### src/rtl/psls_pkg.sv
package psls_pkg;

   // Field widths fixed by the item formats
   localparam int DATA_W     = 32;
   localparam int TOTAL_W    = 48;
   localparam int CMD_W      = 2;
   localparam int SRC_W      = 4;
   localparam int STEP_CNT_W = 6;

   // Command codes; any other code reads the entry
   localparam logic [CMD_W-1:0] CMD_PRODUCED = 2'd0;
   localparam logic [CMD_W-1:0] CMD_CONSUMED = 2'd1;

   typedef struct packed {
      logic [CMD_W-1:0]  cmd;
      logic [SRC_W-1:0]  source;
      logic [DATA_W-1:0] delay;
   } req_payload_type;

   typedef struct packed {
      logic [DATA_W-1:0] made_count;
      logic [DATA_W-1:0] eaten_count;
      logic [DATA_W-1:0] low_delay;
      logic [DATA_W-1:0] peak_delay;
      logic [DATA_W-1:0] mean_delay;
      logic              mismatch;
   } rsp_payload_type;

   // One row of the statistics table
   typedef struct packed {
      logic [DATA_W-1:0]  made;
      logic [DATA_W-1:0]  eaten;
      logic [DATA_W-1:0]  min_val;
      logic [DATA_W-1:0]  max_val;
      logic [TOTAL_W-1:0] total;
   } entry_type;

endpackage

### src/rtl/psls_req_if.sv
interface psls_req_if;
   import psls_pkg::*;

   logic            valid;
   logic            ready;
   req_payload_type payload;

   modport source (output valid, output payload, input ready);
   modport sink   (input valid, input payload, output ready);
endinterface

### src/rtl/psls_rsp_if.sv
interface psls_rsp_if;
   import psls_pkg::*;

   logic            valid;
   logic            ready;
   rsp_payload_type payload;

   modport source (output valid, output payload, input ready);
   modport sink   (input valid, input payload, output ready);
endinterface

### src/rtl/per_source_latency_stats_table_core.sv
// Per-source latency statistics table.
// req_ch carries one request: a command (produced, consumed with a delay
// sample, or read), a source index and the delay. rsp_ch returns one result
// per request: made and eaten counts, min and max delay, the average delay
// and a mismatch flag, all taken after the request's update.
// One request is worked on at a time; req_ch.ready is high only while idle.
// A request for a source below NUM_SOURCES reads its table row, passes the
// counts, the total and the min/max compares through shift registers one bit
// a cycle, then, if the eaten count is nonzero, a radix-2 divider forms
// total/eaten one quotient bit a cycle (else the average is zero). A source
// beyond NUM_SOURCES gets an all-zero result, table untouched. The cycle after
// the result is loaded, the core is idle and can take the next request.
// A result that the receiver stalls stays in the output register while the
// next request is accepted and worked on; that one then waits for the slot.
// Reset clears every row at once (per-row valid bits) and the handshakes;
// requests are taken from the first cycle after reset.
module per_source_latency_stats_table_core #(
   parameter int NUM_SOURCES = 16
) (
   input  logic       clock,
   input  logic       reset,
   psls_req_if.sink   req_ch,
   psls_rsp_if.source rsp_ch
);
   import psls_pkg::*;

   localparam int IDX_W = (NUM_SOURCES > 1) ? $clog2(NUM_SOURCES) : 1;
   localparam int CMP_W = ((IDX_W > SRC_W) ? IDX_W : SRC_W) + 1;

   typedef enum logic [2:0] {
      S_IDLE,
      S_READ,
      S_LOAD,
      S_SERIAL,
      S_FIX,
      S_WRITE,
      S_DIV,
      S_DONE
   } state_type;

   state_type              state_ff;
   logic [IDX_W-1:0]       idx_ff;
   logic [CMD_W-1:0]       cmd_ff;
   entry_type              rd_entry_ff;
   logic                   rd_valid_ff;
   logic                   valid_ff [NUM_SOURCES];
   entry_type              mem [NUM_SOURCES];

   logic [DATA_W-1:0]      made_sr_ff;
   logic [DATA_W-1:0]      eaten_sr_ff;
   logic [DATA_W-1:0]      min_sr_ff;
   logic [DATA_W-1:0]      max_sr_ff;
   logic [DATA_W-1:0]      d_sr_ff;
   logic [TOTAL_W-1:0]     total_sr_ff;
   logic                   made_c_ff;
   logic                   eaten_c_ff;
   logic                   total_c_ff;
   logic                   eaten_nz_ff;
   logic                   lt_ff;
   logic                   gt_ff;
   logic [STEP_CNT_W-1:0]  cnt_ff;
   logic [DATA_W-1:0]      avg_ff;
   logic                   mismatch_ff;
   logic                   div_start_ff;
   logic                   rsp_valid_ff;
   rsp_payload_type        rsp_data_ff;

   logic [CMP_W-1:0]       src_ext;
   logic                   in_range;
   logic                   produced;
   logic                   consumed;
   logic                   low_bits;
   logic                   made_bit_in;
   logic                   eaten_bit_in;
   logic                   add_bit;
   logic                   total_bit_in;
   logic                   total_c_in;
   entry_type              load_entry;
   entry_type              wr_entry;
   logic                   first_sample;
   logic                   div_done;
   logic [DATA_W-1:0]      div_quot;
   logic                   rsp_load;

   // Request decode
   assign src_ext  = CMP_W'(req_ch.payload.source);
   assign in_range = src_ext < CMP_W'(NUM_SOURCES);
   assign produced = (cmd_ff == CMD_PRODUCED);
   assign consumed = (cmd_ff == CMD_CONSUMED);

   // Row as read; a row never written since reset reads as zero
   assign load_entry = rd_valid_ff ? rd_entry_ff : '0;

   // Bit-serial update, LSB first; 32-bit fields move only in the low 32 steps
   always_comb begin
      low_bits     = ~cnt_ff[STEP_CNT_W-1];
      made_bit_in  = made_sr_ff[0] ^ made_c_ff;
      eaten_bit_in = eaten_sr_ff[0] ^ eaten_c_ff;
      add_bit      = low_bits & consumed & d_sr_ff[0];
      total_bit_in = total_sr_ff[0] ^ add_bit ^ total_c_ff;
      total_c_in   = (total_sr_ff[0] & add_bit) | (total_sr_ff[0] & total_c_ff)
                   | (add_bit & total_c_ff);
      first_sample = ~eaten_nz_ff;
   end

   assign wr_entry = '{made: made_sr_ff, eaten: eaten_sr_ff, min_val: min_sr_ff,
                       max_val: max_sr_ff, total: total_sr_ff};

   // Output slot is loaded once the result is ready and the slot is free
   assign rsp_load = (state_ff == S_DONE) && (!rsp_valid_ff || rsp_ch.ready);

   // Table memory: one write port, one registered read port
   always_ff @(posedge clock) begin
      if (state_ff == S_READ) begin
         rd_entry_ff <= mem[idx_ff];
      end
      if (state_ff == S_WRITE) begin
         mem[idx_ff] <= wr_entry;
      end
   end

   // Row valid bits
   always_ff @(posedge clock) begin
      if (reset) begin
         for (int i = 0; i < NUM_SOURCES; i++) begin
            valid_ff[i] <= 1'b0;
         end
      end else if (state_ff == S_WRITE) begin
         valid_ff[idx_ff] <= 1'b1;
      end
   end

   // Average divider
   psls_divider u_divider (
      .clock    (clock),
      .reset    (reset),
      .start    (div_start_ff),
      .dividend (total_sr_ff),
      .divisor  (eaten_sr_ff),
      .done     (div_done),
      .quotient (div_quot)
   );

   // Sequencer and output register
   always_ff @(posedge clock) begin
      if (reset) begin
         state_ff     <= S_IDLE;
         rsp_valid_ff <= 1'b0;
         div_start_ff <= 1'b0;
      end else begin
         div_start_ff <= (state_ff == S_WRITE) && (eaten_sr_ff != '0);
         if (rsp_load) begin
            rsp_valid_ff <= 1'b1;
         end else if (rsp_ch.ready) begin
            rsp_valid_ff <= 1'b0;
         end
         case (state_ff)
            S_IDLE: begin
               if (req_ch.valid) begin
                  cmd_ff  <= req_ch.payload.cmd;
                  d_sr_ff <= req_ch.payload.delay;
                  idx_ff  <= src_ext[IDX_W-1:0];
                  if (in_range) begin
                     state_ff <= S_READ;
                  end else begin
                     // unknown source: all-zero result, table untouched
                     made_sr_ff  <= '0;
                     eaten_sr_ff <= '0;
                     min_sr_ff   <= '0;
                     max_sr_ff   <= '0;
                     avg_ff      <= '0;
                     mismatch_ff <= 1'b0;
                     state_ff    <= S_DONE;
                  end
               end
            end
            S_READ: begin
               rd_valid_ff <= valid_ff[idx_ff];
               state_ff    <= S_LOAD;
            end
            S_LOAD: begin
               made_sr_ff  <= load_entry.made;
               eaten_sr_ff <= load_entry.eaten;
               min_sr_ff   <= load_entry.min_val;
               max_sr_ff   <= load_entry.max_val;
               total_sr_ff <= load_entry.total;
               made_c_ff   <= produced;
               eaten_c_ff  <= consumed;
               total_c_ff  <= 1'b0;
               eaten_nz_ff <= 1'b0;
               lt_ff       <= 1'b0;
               gt_ff       <= 1'b0;
               cnt_ff      <= '0;
               state_ff    <= S_SERIAL;
            end
            S_SERIAL: begin
               total_sr_ff <= {total_bit_in, total_sr_ff[TOTAL_W-1:1]};
               total_c_ff  <= total_c_in;
               if (low_bits) begin
                  made_sr_ff  <= {made_bit_in, made_sr_ff[DATA_W-1:1]};
                  made_c_ff   <= made_sr_ff[0] & made_c_ff;
                  eaten_sr_ff <= {eaten_bit_in, eaten_sr_ff[DATA_W-1:1]};
                  eaten_c_ff  <= eaten_sr_ff[0] & eaten_c_ff;
                  eaten_nz_ff <= eaten_nz_ff | eaten_sr_ff[0];
                  // higher differing bits override lower ones
                  if (d_sr_ff[0] != min_sr_ff[0]) begin
                     lt_ff <= min_sr_ff[0];
                  end
                  if (d_sr_ff[0] != max_sr_ff[0]) begin
                     gt_ff <= d_sr_ff[0];
                  end
                  min_sr_ff <= {min_sr_ff[0], min_sr_ff[DATA_W-1:1]};
                  max_sr_ff <= {max_sr_ff[0], max_sr_ff[DATA_W-1:1]};
                  d_sr_ff   <= {d_sr_ff[0], d_sr_ff[DATA_W-1:1]};
               end
               cnt_ff <= cnt_ff + 1'b1;
               if (cnt_ff == STEP_CNT_W'(TOTAL_W - 1)) begin
                  state_ff <= S_FIX;
               end
            end
            S_FIX: begin
               // carry out of a count or the total means it saturates
               if (made_c_ff) begin
                  made_sr_ff <= '1;
               end
               if (eaten_c_ff) begin
                  eaten_sr_ff <= '1;
               end
               if (total_c_ff) begin
                  total_sr_ff <= '1;
               end
               if (consumed) begin
                  if (first_sample || lt_ff) begin
                     min_sr_ff <= d_sr_ff;
                  end
                  if (first_sample || gt_ff) begin
                     max_sr_ff <= d_sr_ff;
                  end
               end
               state_ff <= S_WRITE;
            end
            S_WRITE: begin
               mismatch_ff <= (made_sr_ff != eaten_sr_ff);
               if (eaten_sr_ff != '0) begin
                  state_ff <= S_DIV;
               end else begin
                  avg_ff   <= '0;
                  state_ff <= S_DONE;
               end
            end
            S_DIV: begin
               if (div_done) begin
                  avg_ff   <= div_quot;
                  state_ff <= S_DONE;
               end
            end
            S_DONE: begin
               if (rsp_load) begin
                  rsp_data_ff  <= '{made_count: made_sr_ff, eaten_count: eaten_sr_ff,
                                    low_delay: min_sr_ff, peak_delay: max_sr_ff,
                                    mean_delay: avg_ff, mismatch: mismatch_ff};
                  state_ff     <= S_IDLE;
               end
            end
            default: state_ff <= S_IDLE;
         endcase
      end
   end

   assign req_ch.ready   = (state_ff == S_IDLE);
   assign rsp_ch.valid   = rsp_valid_ff;
   assign rsp_ch.payload = rsp_data_ff;

   // Checks
   a_div_nonzero: assert property (@(posedge clock) disable iff (reset)
      div_start_ff |-> (eaten_sr_ff != '0))
      else $error("divider started with a zero eaten count");

   a_done_in_div: assert property (@(posedge clock) disable iff (reset)
      div_done |-> (state_ff == S_DIV))
      else $error("divider finished outside the divide phase");

   a_min_le_max: assert property (@(posedge clock) disable iff (reset)
      (rsp_ch.valid && (rsp_ch.payload.eaten_count != '0))
         |-> (rsp_ch.payload.low_delay <= rsp_ch.payload.peak_delay))
      else $error("minimum delay above maximum delay");

endmodule

### src/rtl/psls_divider.sv
module psls_divider (
   input  logic                           clock,
   input  logic                           reset,
   input  logic                           start,
   input  logic [psls_pkg::TOTAL_W-1:0]   dividend,
   input  logic [psls_pkg::DATA_W-1:0]    divisor,
   output logic                           done,
   output logic [psls_pkg::DATA_W-1:0]    quotient
);
   import psls_pkg::*;

   typedef enum logic {
      D_IDLE,
      D_RUN
   } div_state_type;

   div_state_type           state_ff;
   logic [STEP_CNT_W-1:0]   cnt_ff;
   logic [DATA_W-1:0]       rem_ff;
   logic [TOTAL_W-1:0]      dq_ff;
   logic [DATA_W-1:0]       div_ff;
   logic                    done_ff;
   logic [DATA_W-1:0]       quot_ff;

   logic [DATA_W:0]         trial;
   logic [DATA_W+1:0]       diff;
   logic                    ge;
   logic [DATA_W-1:0]       rem_in;
   logic [TOTAL_W-1:0]      dq_in;

   // One restoring step: bring down the next dividend bit, subtract if it fits
   always_comb begin
      trial  = {rem_ff, dq_ff[TOTAL_W-1]};
      diff   = {1'b0, trial} - {2'b00, div_ff};
      ge     = ~diff[DATA_W+1];
      rem_in = ge ? diff[DATA_W-1:0] : trial[DATA_W-1:0];
      dq_in  = {dq_ff[TOTAL_W-2:0], ge};
   end

   always_ff @(posedge clock) begin
      if (reset) begin
         state_ff <= D_IDLE;
         done_ff  <= 1'b0;
      end else begin
         done_ff <= (state_ff == D_RUN) && (cnt_ff == STEP_CNT_W'(TOTAL_W - 1));
         case (state_ff)
            D_IDLE: begin
               if (start) begin
                  rem_ff   <= '0;
                  dq_ff    <= dividend;
                  div_ff   <= divisor;
                  cnt_ff   <= '0;
                  state_ff <= D_RUN;
               end
            end
            D_RUN: begin
               rem_ff <= rem_in;
               dq_ff  <= dq_in;
               cnt_ff <= cnt_ff + 1'b1;
               if (cnt_ff == STEP_CNT_W'(TOTAL_W - 1)) begin
                  // clamp a quotient that would not fit the result field
                  quot_ff  <= (|dq_in[TOTAL_W-1:DATA_W]) ? '1 : dq_in[DATA_W-1:0];
                  state_ff <= D_IDLE;
               end
            end
            default: state_ff <= D_IDLE;
         endcase
      end
   end

   assign done     = done_ff;
   assign quotient = quot_ff;

endmodule

### src/flat_wrapper.sv
// flat-port wrapper written by rule: the top's interface ports become plain ports
module per_source_latency_stats_table_core_flat import psls_pkg::*;
#(
   parameter int NUM_SOURCES = 16
)
  (clock, reset, req_ch_valid, req_ch_payload, req_ch_ready, rsp_ch_valid, rsp_ch_payload, rsp_ch_ready);
  psls_req_if req_ch_i ();
  psls_rsp_if rsp_ch_i ();
  input  logic clock;
  input  logic reset;
  input wire logic [$bits(req_ch_i.valid)-1:0] req_ch_valid;
  input wire logic [$bits(req_ch_i.payload)-1:0] req_ch_payload;
  output wire logic [$bits(req_ch_i.ready)-1:0] req_ch_ready;
  output wire logic [$bits(rsp_ch_i.valid)-1:0] rsp_ch_valid;
  output wire logic [$bits(rsp_ch_i.payload)-1:0] rsp_ch_payload;
  input wire logic [$bits(rsp_ch_i.ready)-1:0] rsp_ch_ready;
  assign req_ch_i.valid = req_ch_valid;
  assign req_ch_i.payload = req_ch_payload;
  assign req_ch_ready = req_ch_i.ready;
  assign rsp_ch_valid = rsp_ch_i.valid;
  assign rsp_ch_payload = rsp_ch_i.payload;
  assign rsp_ch_i.ready = rsp_ch_ready;
  per_source_latency_stats_table_core #(.NUM_SOURCES(NUM_SOURCES)) u_core (.clock(clock), .reset(reset), .req_ch(req_ch_i), .rsp_ch(rsp_ch_i));
endmodule
### config.mk
export PLATFORM = sky130hd
export DESIGN_NAME = per_source_latency_stats_table_core_flat
export DESIGN_NICKNAME = d
export VERILOG_FILES = /design/src/rtl/psls_pkg.sv /design/src/rtl/psls_req_if.sv /design/src/rtl/psls_rsp_if.sv /design/src/rtl/per_source_latency_stats_table_core.sv /design/src/rtl/psls_divider.sv /design/src/flat_wrapper.sv
export SDC_FILE = /design/constraint.sdc
export NUM_CORES = 2
export LEC_CHECK = 0
export ABC_AREA = 1
export BUFFER_PORTS_ARGS = -buffer_cell sky130_fd_sc_hd__buf_2
export CORE_AREA = 2 2 500 502
export DETAILED_ROUTE_END_ITERATION = 12
export DIE_AREA = 0 0 502 504
export PLACE_DENSITY = 0.74
export SKIP_LAST_GASP = 1
export SYNTH_ARGS = -nofsm -noshare
export SYNTH_HDL_FRONTEND = slang
export SYNTH_HIERARCHICAL = 1
export SYNTH_SLANG_ARGS = --single-unit
### constraint.sdc
create_clock -name clock -period 15.89 [get_ports clock]
set_clock_uncertainty 0.15 [all_clocks]
set_input_delay 0.7945 -clock clock [delete_from_list [all_inputs] [get_ports clock]]
set_output_delay 0.7945 -clock clock [all_outputs]
set_load 0.02 [all_outputs]
Word level (Yosys, flattened, before mapping)
Memory sizes are Yosys's and may differ from the RTL's. A register that Yosys moved wholly into a read port is not among the register bits.
Cells that the tools add are included.
{"block": "op_classes", "n_bitwise": 19, "magnitude_cmp": 1, "mux": 70, "n_eq_ne": 29, "reduce_logical": 38, "n_addsub": 3}
{"op": "two-way mux 32 bit", "n": 18}
{"op": "case mux 32 bit (4 select lines)", "n": 4}
{"op": "two-way mux 176 bit", "n": 1}
{"op": "case mux 48 bit (3 select lines)", "n": 1}
{"op": "case mux 32 bit (2 select lines)", "n": 2}
{"op": "two-way mux 48 bit", "n": 2}
{"op": "case mux 32 bit (3 select lines)", "n": 1}
{"op": "case mux 48 bit (2 select lines)", "n": 1}
{"op": "subtractor 33 x 32 -> 34 bit", "n": 1}
{"op": "!= test 32 bit", "n": 1}
{"op": "nonzero test 32 bit", "n": 1}
{"op": "case mux 3 bit (8 select lines)", "n": 1}
{"op": "case mux 6 bit (2 select lines)", "n": 2}
{"op": "two-way mux 1 bit", "n": 22}
{"op": "!= test 2 x 1 -> 1 bit, second input constant", "n": 11}
{"op": "AND reduction 4 bit", "n": 5}
{"op": "AND reduction 3 bit", "n": 6}
{"op": "AND reduction 6 bit", "n": 3}
{"op": "case mux 1 bit (2 select lines)", "n": 8}
{"op": "OR reduction 16 bit", "n": 1}
{"op": "two-way mux 3 bit", "n": 5}
{"op": "AND reduction 7 bit", "n": 2}
{"op": "adder 6 x 1 -> 6 bit, second input constant", "n": 2}
{"op": "== test 3 bit, second input constant", "n": 4}
{"op": "other kinds (23)", "n": 55}
{"block": "word_totals", "mem_bits_rw": 2832, "out_inout_bits": 163, "memories": 2, "word_cells": 195, "input_bits": 42, "reg_bits": 577}
{"memory": "u_core.mem", "words": 16, "word_bits": 176, "rd": 1, "rd_clocked_by_memory_dff": 1, "wr": 1, "line": "per_source_latency_stats_table_core.sv:47", "source": "entry_type mem [NUM_SOURCES];"}
{"memory": "u_core.valid_ff", "words": 16, "word_bits": 1, "rd": 1, "rd_clocked_by_memory_dff": 1, "wr": 16, "line": "per_source_latency_stats_table_core.sv:46", "source": "logic valid_ff [NUM_SOURCES];"}

Logic depth before layout (Yosys ltp)
{"block": "logic_depth", "ltp_word": 7, "mapped_depth": 16, "ltp_nobuf": 16}

By module
The synthesis kept the hierarchy.
{"module": "per_source_latency_stats_table_core", "cells_per_inst": 8700, "area_per_inst_um2": 129207.7, "seq_area_each_um2": 102908.7, "n_inst": 1}
{"module": "psls_divider", "cells_per_inst": 1099, "area_per_inst_um2": 8854.7, "seq_area_each_um2": 4544.4, "n_inst": 1}

Worst setup path before layout
Ideal clock, no wire load.
{"block": "synth_timing", "path_kind": "in2reg", "startpoint": "input port reset", "endpoint": "register u_core.rsp_data_ff (netlist bit u_core/rsp_ch.payload[0]), enable pin", "slack_ns": -1.599, "t_required_ns": 14.665, "cell_stages": 2, "t_arrival_ns": 16.264, "setup_ns": 1.075, "cell_sequence": "clkbuf_1 -> nor4_1"}
{"block": "synth_via", "elab_chain_len": 2}
{"item": "from (decl)", "line": "flat_wrapper.sv:10", "source": "input logic reset;"}
{"item": "inverter 1 bit (no line)"}
{"item": "AND reduction 3 bit (no line)"}
{"item": "to (signal assigned)", "line": "per_source_latency_stats_table_core.sv:259", "source": "rsp_data_ff <= '{made_count: made_sr_ff, eaten_count: eaten_sr_ff,"}
{"item": "to (decl)", "line": "per_source_latency_stats_table_core.sv:66", "source": "rsp_payload_type rsp_data_ff;"}
Every way passes these cells.
A chain may end at the register's enable or synchronous reset.

Worst setup path after layout
{"block": "layout_timing", "startpoint": "register u_core.idx_ff[0]", "endpoint": "memory u_core/mem[8][162] (netlist bit), enable pin"}
{"item": "from (decl)", "line": "per_source_latency_stats_table_core.sv:42", "source": "logic [IDX_W-1:0] idx_ff;"}
{"item": "from (signal assigned)", "line": "per_source_latency_stats_table_core.sv:162", "source": "idx_ff <= src_ext[IDX_W-1:0];"}
{"item": "to (decl)", "line": "per_source_latency_stats_table_core.sv:47"}
No word-level cell before the write port.

==> flow_summary.yaml <==
floorplanning:
  die_x_um: 502
  rows: 183
  die-area_um2: 253000
  ios: 205
  die_h_um: 504
  core_area_um2: 247500
  initial_core_util_pct: 55.78
synth:
  synth_top_area_share_pct: 77.50
  ys_seq_area_share_pct: 77.83
  syn_nets: 9879
  synth-async-reset-ratio_pct: 0
  ys_ff_latch: 3586
  ys_types: 44
  syn_inst: 9799
  synth_enable_flop_cells: 3563
  ys.flop_type: "edfxtp_1"
  syn_avg_cell_area_um2: 14.09
  netlist_top_cells_area: "edfxtp_1, a22oi_1, nand2_1"
  yosysTopAreaCell: "edfxtp_1"
  yosysWarnings: 6
  netlist_area_um2: 138100
cells_and_area:
  syn2layout_area_growth_pct: 11.52
  num-nets-final: 10124
  drive_gt1_share_pct: 8.818
  final_cell_mix: "edfxtp_1, nand2_1, a22oi_1, inv_1, clkbuf_16"
  layout_commonest_cell: "edfxtp_1"
  num-fill-cells: 17351
cts:
  clockBufferDepth: 4
  ctsHtreeMaxLevel: 5
  clock_latency_ps: 1020
  postCtsSetupBuffers: 0
  cts.sinks: 3586
  cts_repair_resize_count: 0
  cts_hold_buf: 36
  clk_pin_slew_ps: 60
  ctsRootBufferMaster: "clkbuf_16"
  tritoncts: "yes"
  cts_buffers: 366
power:
  power_w: 0.02056
  p_leak_nw: 55.51
  swShare_pct: 22.89
  internal_power_w: 0.01586
  max-vdd-ir-drop_v: 0.0001234
  pwr-share-clk_pct: 39.8
  powerDensity_nw_per_um2: 133.6
  p_comb_share_pct: 5.7
  pwr-share-seq_pct: 54.6
  p_sw_w: 0.004707
timing:
  final_hold_viol_count: 0
  fin_crit_sh_pct: 32.83
  worst_pin_slew_ps: 1287
  drv_slew: 0
  finalSetupViolCount: 0
  rsz0062_at_grt: "no"
  fin_setup_tns_ps: 0
  min_period_ps: 5216
  fmax_ghz: 0.1917
  max-slew-margin-rel_pct: 14.23
global_routing:
  grt_antenna_before_repair: 10
  grt_pass1_wl_um: 530400
  grt_max_degree: 179
  grt-ovfl-total: 0
  first_global_vias: 83479
  grt_use_total_pct: 28.03
detailed_routing:
  dr_total_vias: 84476
  wl_met1_um: 134500
  drt-initial-drc-count: 11983
  drtPass1Iterations: 8
  wl_met2_um: 169500
  drtAntennaViolNets: 0
  dr.max_layer_used: "met5"
  wl_met3_um: 43160
  routed_via_density: 6.192
  detail_route.drc_violations: 0
  postRouteWirelength_um: 360500
  wl_per_cell_um: 26.43
critical_path:
  cp_common_cell: "buf_4"
  path_class: "register to register"
  cp.arrival_ps: 5600
  cpLargestDelayFamily: "buffers and inverters"
  critPathBufInv: 3
  startpoint_type: "register"
  crit_required_ps: 16270
  critPathMaxStageDelay_ps: 920
  path_cells: "nor2_4 -> buf_4 -> nand2_1 -> nor2_4 -> buf_4 -> buf_4"
  rrSetupSlack_ps: 10670
  critPathCaptureType: "register"
  cp_max_fo: 77
  cp_slowest_cell: "buf_4"
placement:
  placement.io_buffers: 204
  post-dp-hpwl_um: 179900
  place.gp.congestion: 0.8698
outcome:
  status: "completed"
min_path:
  min_path_type: "input pin to register"
job:
  cap_viol_max_count: 0
==> cell usage after synthesis (all sizes together), types with 12 or more instances <==
| cell | count |
|---|---|
| a22oi | 1416 |
| dfxtp | 23 |
| nor3 | 15 |
| nand3 | 240 |
| xor2 | 16 |
| edfxtp | 3563 |
| nand4 | 12 |
| o211ai | 60 |
| o21ai | 48 |
| ha | 36 |
| a21oi | 75 |
| inv | 693 |
| nand2 | 2752 |
| nor2 | 306 |
| clkbuf | 94 |
| nand3b | 19 |
| buf | 407 |
==> sequential cells by signal, indices dropped and copies added, names as in the netlist, 32 cells and up <==
register                   count
u_core/rd_entry_ff           176
u_core/made_sr_ff             32
u_core/mem                  2816
u_core/min_sr_ff              32
u_core/u_divider/dq_ff        48
u_core/avg_ff                 32
u_core/rsp_ch.payload        161
u_core/u_divider/div_ff       32
u_core/total_sr_ff            48
u_core/d_sr_ff                32
u_core/u_divider/rem_ff       32
u_core/max_sr_ff              32
u_core/u_divider/quotient     32
u_core/eaten_sr_ff            32
==> worst min-delay path, cell delays in order <==
cell and delay [ps]:
buf_2 220, nand2_1 90, o21ai_1 70
==> worst paths after layout <==
| check | start | to | depth (start not counted) |
|---|---|---|---|
| worst max-delay path | u_core/idx_ff[0] | u_core/mem[8][162] | 6 |
| worst max register to register | u_core/idx_ff[0] | u_core/mem[8][162] | 6 |
| worst min register to register | u_core/avg_ff[13] | u_core/rsp_ch.payload[14] | 0 |
| worst min-delay path | req_ch_payload[31] | u_core/d_sr_ff[31] | 3 |
==> power by group through the flow <==
| stage | Sequential, W | Combinational, W | Clock (W) |
|---|---|---|---|
| after floorplan | 0.0113 | 0.000726 | 0 |
| after global placement | 0.0114 | 0.00110 | 0 |
| after detailed placement | 0.0114 | 0.00112 | 0 |
| after CTS | 0.0112 | 0.00114 | 0.00824 |
| after global routing | 0.0112 | 0.00125 | 0.00860 |
| final | 0.0112 | 0.00117 | 0.00817 |
==> per-layer routing <==
metal	vias up	global-route usage, %
li1	36176	-
met1	41831	38.57
met2	5628	44.54
met3	837	5.853
met4	4	10.15
met5	-	0
==> cell type report <==
cell class / count / area (um2) / area share [%]
Tap cell: 3330 / 4167 / 2.706
Multi-Input combinational cell: 5019 / 25860 / 16.80
Timing Repair Buffer: 378 / 2605 / 1.692
Sequential cell: 3586 / 107500 / 69.79
Antenna cell: 4 / 10.01 / 0.006501
Clock inverter: 186 / 1660 / 1.078
Inverter: 693 / 2624 / 1.704
Clock buffer: 446 / 9584 / 6.225
==> kinds of logic (layout without fill, tap and decap cells) <==
group | Yosys count | count (layout) | synth area share [%]
xor+xnor | 17 | 17 | 0.1078
simple gates | 3356 | 3356 | 9.556
buf+inv | 1194 | 1703 | 3.622
flops | 3586 | 3586 | 77.83
fa+ha+maj | 38 | 38 | 0.3553
compound gates | 1608 | 1608 | 8.530
other cells | 0 | 4 | 0
==> through the flow <==
step / util, % / worst slack (ps) / instance area (um2) / hold slack, ps / cells
4_1_cts: 62.20 / 10670 / 154000 / 78.56 / 13638
5_1_grt: 62.20 / 10510 / 154000 / 95.63 / 13639
6_report: 62.20 / 10670 / 154000 / 169.0 / 13642
3_3_place_gp: 57.51 / 10790 / 142300 / 252.2 / 12970
2_1_floorplan: - / 5294 / 138100 / 250.3 / 9799
3_5_place_dp: 57.51 / 10730 / 142300 / 256.4 / 12970
(Power assumes the default switching activity.)
